File: src/sv/tpq_pkg.sv
`timescale 1ns / 1ps
`default_nettype none
// ----------------------------------------------------------------------------
// tpq_pkg
// Types, status codes and ordering function for the task priority queue.
// ----------------------------------------------------------------------------
package tpq_pkg;

  localparam int unsigned OCC_W = 6;

  typedef logic [1:0] status_t;
  localparam status_t ST_OK         = 2'd0;
  localparam status_t ST_POP_EMPTY  = 2'd1;
  localparam status_t ST_INS_FULL   = 2'd2;

  typedef struct packed {
    logic [7:0]  prio;
    logic [23:0] rtime;
    logic [15:0] task_id;
  } key_t;

  typedef struct packed {
    logic [7:0]  thread_id;
    logic [23:0] start_time;
  } payload_t;

  typedef struct packed {
    key_t     key;
    payload_t pl;
  } rec_t;

  typedef enum logic [2:0] {
    S_IDLE,
    S_INS_WALK,
    S_INS_PUT,
    S_POP_DATA,
    S_DONE
  } state_t;

  // a strictly ahead of b: higher priority, then less time left, then lower id
  function automatic logic precedes(input key_t a, input key_t b);
    logic r;
    if (a.prio != b.prio)        r = (a.prio > b.prio);
    else if (a.rtime != b.rtime) r = (a.rtime < b.rtime);
    else                         r = (a.task_id < b.task_id);
    return r;
  endfunction

endpackage
`default_nettype wire

File: src/sv/task_priority_queue_unit.sv
`timescale 1ns / 1ps
`default_nettype none
// ----------------------------------------------------------------------------
// task_priority_queue_unit
// Bounded task queue kept sorted in a single synchronous RAM.
// ----------------------------------------------------------------------------
// Each input beat is either an insert of a task record (in_tuser = 0) or a
// pop of the head (in_tuser = 1), and gives exactly one output beat. Order is
// higher priority first, then smaller remaining time, then smaller id; a new
// task lands ahead of any equal key. The records sit in one RAM used as a
// ring: a head pointer makes pop cheap, and an insert walks from the tail
// towards the head, moving one record up per cycle until its slot is found.
// From acceptance to the output register, an insert walks (one RAM read and
// one RAM write per cycle; no walk into an empty queue), places the task in
// S_INS_PUT if it reaches the head, then loads the result in S_DONE; a pop
// takes the head record in S_POP_DATA, then loads the result; a full insert
// or an empty pop goes straight to S_DONE. S_DONE waits while the output
// register is stalled, then returns to S_IDLE before the next beat is taken.
// The slowest beat is an insert into a queue of QUEUE_DEPTH - 1 tasks.
// One beat is in flight at a time; a new beat is taken while the previous
// result still waits in the output register. Status on out_tuser: 0 ok,
// 1 pop on empty, 2 insert on full (task dropped). Task fields of the result
// are zero except on a successful pop. No clearing pass is needed after reset.
// ----------------------------------------------------------------------------
module task_priority_queue_unit
  import tpq_pkg::*;
#(
  parameter int unsigned QUEUE_DEPTH = 32
) (
  input  wire logic        clk,
  input  wire logic        rst_n,
  // in_tdata from bit 0: task_id[16], priority_req[8], time_left[24],
  // thread_id[8], start_time[24]
  input  wire logic [79:0] in_tdata,
  // in_tuser: cmd[1] (0 insert, 1 pop)
  input  wire logic [0:0]  in_tuser,
  input  wire logic        in_tvalid,
  output logic             in_tready,
  // out_tdata from bit 0: out_task_id[16], out_priority[8],
  // out_time_left[24], out_thread_id[8], out_start_time[24],
  // occupancy[6], zero pad[2]
  output logic [87:0]      out_tdata,
  // out_tuser: status[2]
  output logic [1:0]       out_tuser,
  output logic             out_tvalid,
  input  wire logic        out_tready
);

  localparam int unsigned AW = (QUEUE_DEPTH > 1) ? $clog2(QUEUE_DEPTH) : 1;
  localparam int unsigned CW = $clog2(QUEUE_DEPTH + 1);
  localparam logic [AW:0]   DEPTH_W = (AW+1)'(QUEUE_DEPTH);
  localparam logic [CW-1:0] DEPTH_C = CW'(QUEUE_DEPTH);

  // ring address: head plus offset, wrapped once
  function automatic logic [AW-1:0] ring(input logic [AW-1:0] h, input logic [AW-1:0] l);
    logic [AW:0] s;
    s = {1'b0, h} + {1'b0, l};
    if (s >= DEPTH_W) s = s - DEPTH_W;
    return s[AW-1:0];
  endfunction

  // record store
  rec_t mem [QUEUE_DEPTH];
  rec_t            rdata_r;
  logic            mem_we;
  logic [AW-1:0]   mem_wa;
  logic [AW-1:0]   mem_ra;
  rec_t            mem_wd;

  always_ff @(posedge clk) begin
    if (mem_we) begin
      mem[mem_wa] <= mem_wd;
    end
    rdata_r <= mem[mem_ra];
  end

  // control and bookkeeping
  state_t          state_r, state_nxt;
  logic [AW-1:0]   head_r, head_nxt;
  logic [CW-1:0]   count_r, count_nxt;
  logic [AW-1:0]   idx_r, idx_nxt;
  rec_t            new_r, new_nxt;
  status_t         res_status_r, res_status_nxt;
  rec_t            res_rec_r, res_rec_nxt;
  logic            out_valid_r, out_valid_nxt;
  logic [87:0]     out_data_r, out_data_nxt;
  logic [1:0]      out_user_r, out_user_nxt;

  rec_t            in_rec;
  logic            in_acc;
  logic            is_full;
  logic            is_empty;
  logic            hit;
  logic            out_free;
  logic [OCC_W+CW-1:0] occ_ext;

  assign in_rec.key.task_id  = in_tdata[15:0];
  assign in_rec.key.prio     = in_tdata[23:16];
  assign in_rec.key.rtime    = in_tdata[47:24];
  assign in_rec.pl.thread_id = in_tdata[55:48];
  assign in_rec.pl.start_time = in_tdata[79:56];

  assign in_tready = (state_r == S_IDLE);
  assign in_acc    = in_tvalid && in_tready;
  assign is_full   = (count_r >= DEPTH_C);
  assign is_empty  = (count_r == '0);
  assign hit       = precedes(rdata_r.key, new_r.key);
  assign out_free  = !out_valid_r || out_tready;
  assign occ_ext   = {{OCC_W{1'b0}}, count_r};

  // next state
  always_comb begin
    state_nxt = state_r;
    unique case (state_r)
      S_IDLE: begin
        if (in_acc) begin
          if (in_tuser[0]) state_nxt = is_empty ? S_DONE : S_POP_DATA;
          else if (is_full) state_nxt = S_DONE;
          else if (is_empty) state_nxt = S_INS_PUT;
          else state_nxt = S_INS_WALK;
        end
      end
      S_INS_WALK: begin
        if (hit) state_nxt = S_DONE;
        else if (idx_r == AW'(1)) state_nxt = S_INS_PUT;
      end
      S_INS_PUT:  state_nxt = S_DONE;
      S_POP_DATA: state_nxt = S_DONE;
      S_DONE: begin
        if (out_free) state_nxt = S_IDLE;
      end
      default: state_nxt = S_IDLE;
    endcase
  end

  // datapath and RAM control
  always_comb begin
    mem_we         = 1'b0;
    mem_wa         = ring(head_r, idx_r);
    mem_wd         = new_r;
    mem_ra         = ring(head_r, idx_r - AW'(2));
    head_nxt       = head_r;
    count_nxt      = count_r;
    idx_nxt        = idx_r;
    new_nxt        = new_r;
    res_status_nxt = res_status_r;
    res_rec_nxt    = res_rec_r;
    out_valid_nxt  = out_valid_r && !out_tready;
    out_data_nxt   = out_data_r;
    out_user_nxt   = out_user_r;
    unique case (state_r)
      S_IDLE: begin
        // tail record read ahead for an insert, head record for a pop
        mem_ra = in_tuser[0] ? head_r : ring(head_r, AW'(count_r - CW'(1)));
        if (in_acc) begin
          new_nxt        = in_rec;
          idx_nxt        = is_empty ? '0 : AW'(count_r);
          res_rec_nxt    = '0;
          res_status_nxt = ST_OK;
          if (in_tuser[0] && is_empty) res_status_nxt = ST_POP_EMPTY;
          if (!in_tuser[0] && is_full) res_status_nxt = ST_INS_FULL;
        end
      end
      S_INS_WALK: begin
        // rdata_r is the record at offset idx_r - 1
        mem_we = 1'b1;
        if (hit) begin
          count_nxt = count_r + CW'(1);
        end else begin
          mem_wd  = rdata_r;
          idx_nxt = idx_r - AW'(1);
        end
      end
      S_INS_PUT: begin
        mem_we    = 1'b1;
        count_nxt = count_r + CW'(1);
      end
      S_POP_DATA: begin
        res_rec_nxt = rdata_r;
        head_nxt    = ring(head_r, AW'(1));
        count_nxt   = count_r - CW'(1);
      end
      S_DONE: begin
        if (out_free) begin
          out_valid_nxt = 1'b1;
          out_user_nxt  = res_status_r;
          out_data_nxt  = {2'b00, occ_ext[OCC_W-1:0],
                           res_rec_r.pl.start_time, res_rec_r.pl.thread_id,
                           res_rec_r.key.rtime, res_rec_r.key.prio,
                           res_rec_r.key.task_id};
        end
      end
      default: ;
    endcase
  end

  always_ff @(posedge clk) begin
    if (!rst_n) begin
      state_r     <= S_IDLE;
      head_r      <= '0;
      count_r     <= '0;
      out_valid_r <= 1'b0;
    end else begin
      state_r     <= state_nxt;
      head_r      <= head_nxt;
      count_r     <= count_nxt;
      out_valid_r <= out_valid_nxt;
    end
  end

  always_ff @(posedge clk) begin
    idx_r        <= idx_nxt;
    new_r        <= new_nxt;
    res_status_r <= res_status_nxt;
    res_rec_r    <= res_rec_nxt;
    out_data_r   <= out_data_nxt;
    out_user_r   <= out_user_nxt;
  end

  assign out_tvalid = out_valid_r;
  assign out_tdata  = out_data_r;
  assign out_tuser  = out_user_r;

endmodule
`default_nettype wire
File: config.mk
export PLATFORM = sky130hd
export DESIGN_NAME = task_priority_queue_unit
export DESIGN_NICKNAME = d
export VERILOG_FILES = /design/src/sv/tpq_pkg.sv /design/src/sv/task_priority_queue_unit.sv
export SDC_FILE = /design/constraint.sdc
export NUM_CORES = 2
export LEC_CHECK = 0
export ABC_AREA = 1
export BUFFER_PORTS_ARGS = -buffer_cell sky130_fd_sc_hd__buf_2
export CAP_MARGIN = 20
export CORE_MARGIN = 5
export CORE_UTILIZATION = 30
export CTS_BUF_LIST = sky130_fd_sc_hd__clkbuf_8
export DETAILED_ROUTE_END_ITERATION = 6
export HOLD_SLACK_MARGIN = 0.12
export PLACE_DENSITY = 0.54
export SYNTH_ARGS = -nofsm -noshare
export SYNTH_HDL_FRONTEND = slang
export SYNTH_SLANG_ARGS = --single-unit
export TNS_END_PERCENT = 1
File: constraint.sdc
create_clock -name clk -period 18.8 [get_ports clk]
set_input_delay 0.94 -clock clk [delete_from_list [all_inputs] [get_ports clk]]
set_output_delay 0.94 -clock clk [all_outputs]
set_load 0.05 [all_outputs]
==> flow_summary.yaml <==
critical_path:
  crit_top_cell: "nand2_1"
  crit_path_cell_trace: "nor2_2 > nand2_1 > inv_2 > nand2_1 > nand2_8 > inv_8 > buf_4 > buf_4 > buf_4 > nor2_1 > o22ai_1 > nand2_1 > nand3_1 > nand3_1 > nand2_1"
  slowest_delay_ns: 0.96
  slowest_stage: "buf_4"
  cp_startpoint_kind: "register"
  path_depth: 15
  ff2ff_setup_slack_ns: 12.94
  cp.buffers_inverters: 5
  crit_required_ns: 19.79
  endpoint: "rdata_r[27]$_DFF_P_"
  worstReg2RegEnd: "rdata_r[27]$_DFF_P_"
  worstSetupStartpoint: "state_r[2]$_SDFFE_PN0P_"
  worst_r2r_startpoint: "state_r[2]$_SDFFE_PN0P_"
  crit_path_end_kind: "register"
  worst_path_dominant_cell_family: "buffers and inverters"
  reg2reg_depth: 15
  path_class: "reg -> reg"
  arrival_ns: 6.85
  crit_fanout: 148
job:
  drv_cap: 0
cts:
  postCtsSetupBuffers: 0
  cts_hold_repair.buffers: 82
  clock_tree.buffer_depth: 4
  cts.htree.levels: 5
  cts_repair_resize_count: 0
  cts_tree: "yes"
  clk_pin_slew_worst_paths_ns: 0.07
  tritoncts.num_buffers: 474
  clk_root_buffer_cell: "clkbuf_8"
  clk-insertion-delay-late_ns: 1.12
  numClockSinks: 2910
routing:
  routed_wire_length_per_instance_um: 23.2
  initialDrtViolationCount: 7350
  vias: 74100
  post_drt_via_cell_ratio: 5.07
  residual_drc_count: 0
  postRouteAntennaNets: 0
  wirelength_mm: 339
  firstDrtPassIters: 6
synth:
  yosysSeqAreaShare_pct: 74.8
  yosysWarningCount: 0
  syn-cell-area_um2: 116000
  yosys_register_bits: 2910
  post-synth-top-area-cell: "edfxtp_1"
  synthArstFlopShare_pct: 0
  synthDistinctLibCells: 39
  post_synth_inst_count: 8809
  yosysTopAreaCellShare_pct: 73.1
  ys_top_cells_by_area: "edfxtp_1 73%, nor2_1 4.1%, nand2_1 3.8%"
  syn_area_per_cell_um2: 13.1
  synth_top_flop_cell: "edfxtp_1"
  synth-edff-count: 2815
final_layout:
  multi_input_comb_area_um2: 26100
  num-fill-cells: 37100
  seq_area_um2: 86400
  area.growth.synth_to_final_pct: 14.8
  finalCoreUtilization_pct: 34.5
  share_of_final_layout_standard_cells_stronger_than_drive_strength_1_pct: 11.3
  number_of_nets_in_the_finished_design: 9311
grt:
  grt_pass1_wl_mm: 492
  first_global_vias: 73000
  grt_antenna_before_repair: 17
  globalRoute.totalOverflow: 0
  pin_count_of_the_biggest_net_entering_global_routing: 230
  grt_use_total_pct: 16.4
sta:
  worst_slew_margin_rel_pct: 14.1
  rsz0062_at_grt: "false"
  report.final.setup_viol: 0
  worst-slew-pin-transition_ns: 1.29
  post-route-period-util_pct: 31.2
  timing.final.hold_violations: 0
  fin_setup_tns_ns: 0
  fmax_mhz: 171
  timing_max_transition_violations_final: 0
  fin_worst_skew_ns: 0.0883
  post-route-min-period_ns: 5.86
place:
  dp.final_hpwl_mm: 156
  global_placement_routability_congestion: 0.753
  port_buffers: 174
floorplan:
  placement_rows: 228
  die-area_um2: 398000
  initial_core_util_pct: 30.0
  chipWidth_um: 631
  die_height_um: 631
  fp.coreArea_um2: 385000
  num_io_pins: 177
worst_hold_path:
  hold_path.startpoint: "in_tuser"
  hp-class: "in -> reg"
  worst_hold_path.num_cells: 2
pwr:
  worst_supply_voltage_drop_on_vdd_mv: 0.317
  power_density_nw_per_um2: 193
  power.static_leakage_nw: 45.3
outcome:
  run_status: "completed"
==> power breakdown <==
group / internal, mW / switching (mW)
logic: 3.50 / 8.35
clock network: 2.76 / 2.56
registers: 8.29 / 0.200
==> logic make-up (layout without fill, tap and decap cells) <==
family	Yosys count	count (layout)	share of synthesized area, %
adder cells (fa/ha/maj)	69	69	0.766
AND/OR/NAND/NOR	3194	3194	11.4
XOR/XNOR	17	17	0.129
AO/OA/AOI/OAI	1837	1837	9.81
buffers and inverters	781	1529	3.14
other	1	5	0.00324
flip-flops	2910	2910	74.8
==> placed cells by master, fill, tap and decap left out, types with 8 or more instances in the layout <==
| cell | instances |
|---|---|
| edfxtp_1 | 2815 |
| nor2_1 | 1238 |
| nand2_1 | 1165 |
| nand3_1 | 660 |
| o21bai_1 | 562 |
| o22ai_1 | 560 |
| clkbuf_8 | 519 |
| o21ai_1 | 397 |
| inv_1 | 362 |
| o21ai_0 | 221 |
| buf_2 | 174 |
| buf_4 | 121 |
| clkinv_1 | 96 |
| dfxtp_1 | 95 |
| dlygate4sd3_1 | 82 |
| nand3b_1 | 81 |
| ha_1 | 66 |
| clkinv_2 | 51 |
| o21ai_2 | 49 |
| buf_8 | 36 |
| nor2_4 | 33 |
| a21oi_1 | 32 |
| buf_12 | 31 |
| bufinv_16 | 15 |
| xor2_1 | 11 |
| clkinvlp_4 | 9 |
| inv_12 | 9 |
| nand4_1 | 8 |
==> cell usage after synthesis, types with 2 or more instances <==
| cell type | n |
|---|---|
| edfxtp_1 | 2815 |
| nor2_1 | 1271 |
| nand2_1 | 1165 |
| nand3_1 | 661 |
| o21bai_1 | 562 |
| o22ai_1 | 560 |
| buf_2 | 389 |
| o21ai_1 | 366 |
| o21ai_0 | 302 |
| inv_1 | 194 |
| clkbuf_1 | 114 |
| dfxtp_1 | 95 |
| nand3b_1 | 81 |
| ha_1 | 66 |
| buf_4 | 35 |
| a21oi_1 | 33 |
| buf_1 | 30 |
| buf_6 | 11 |
| xor2_1 | 11 |
| nand4_1 | 8 |
| inv_2 | 7 |
| xnor2_1 | 6 |
| nor3_1 | 5 |
| fa_1 | 3 |
| a211oi_1 | 2 |
| a21o_1 | 2 |
| nand2_2 | 2 |
| o21a_1 | 2 |
==> stage by stage <==
| step | cell area, um2 | setup WS (ns) | power, mW | hold slack [ns] | std cells |
|---|---|---|---|---|---|
| floorplan | 116000 | 11.56 | 16.9 | 0.400 | 8810 |
| global placement | 122000 | 12.90 | 20.0 | 0.406 | 13600 |
| detailed placement | 122000 | 12.82 | 20.3 | 0.405 | 13600 |
| CTS | 132000 | 13.02 | 25.7 | 0.157 | 14600 |
| global route | 133000 | 12.53 | 27.3 | 0.251 | 14600 |
| finish | 133000 | 12.94 | 25.7 | 0.300 | 14600 |
==> layer usage <==
layer,global-route usage [%],part of all wire (%),vias up
li1,-,-,33000
met1,22.9,44,37700
met2,26.4,46,2794
met3,2.71,7.3,526
met4,4.69,2.6,0
met5,0,0,-
==> sequential cells by signal, indices dropped and copies added (netlist names) <==
name          cells
rdata_r          80
state_r           3
mem            2560
res_rec_r        80
head_r            5
out_tdata        86
idx_r             5
res_status_r      2
out_tuser         2
count_r           6
new_r            80
out_tvalid        1
==> worst min-delay path by stage <==
stage	slack, ns	endpoint
after detailed placement	0.40	out_tdata[29]$_DFFE_PP_
final	0.30	res_status_r[1]$_SDFFCE_PP1P_
after global placement	0.41	out_tdata[41]$_DFFE_PP_
after floorplan	0.40	out_tdata[0]$_DFFE_PP_
after global routing	0.25	res_status_r[1]$_SDFFCE_PP1P_
after CTS	0.16	res_status_r[1]$_SDFFCE_PP1P_
==> area by class of cell <==
cell class | count | area share, %
multi-input cells | 5119 | 19.6
well taps | 5060 | 4.77
repair buffers | 451 | 2.98
flip-flops and latches | 2910 | 65.1
clock inverters | 358 | 1.55
inverters | 201 | 0.593
clock buffers | 519 | 5.38
diodes | 3 | 0.00565
Power figures use the tool's default switching activity.
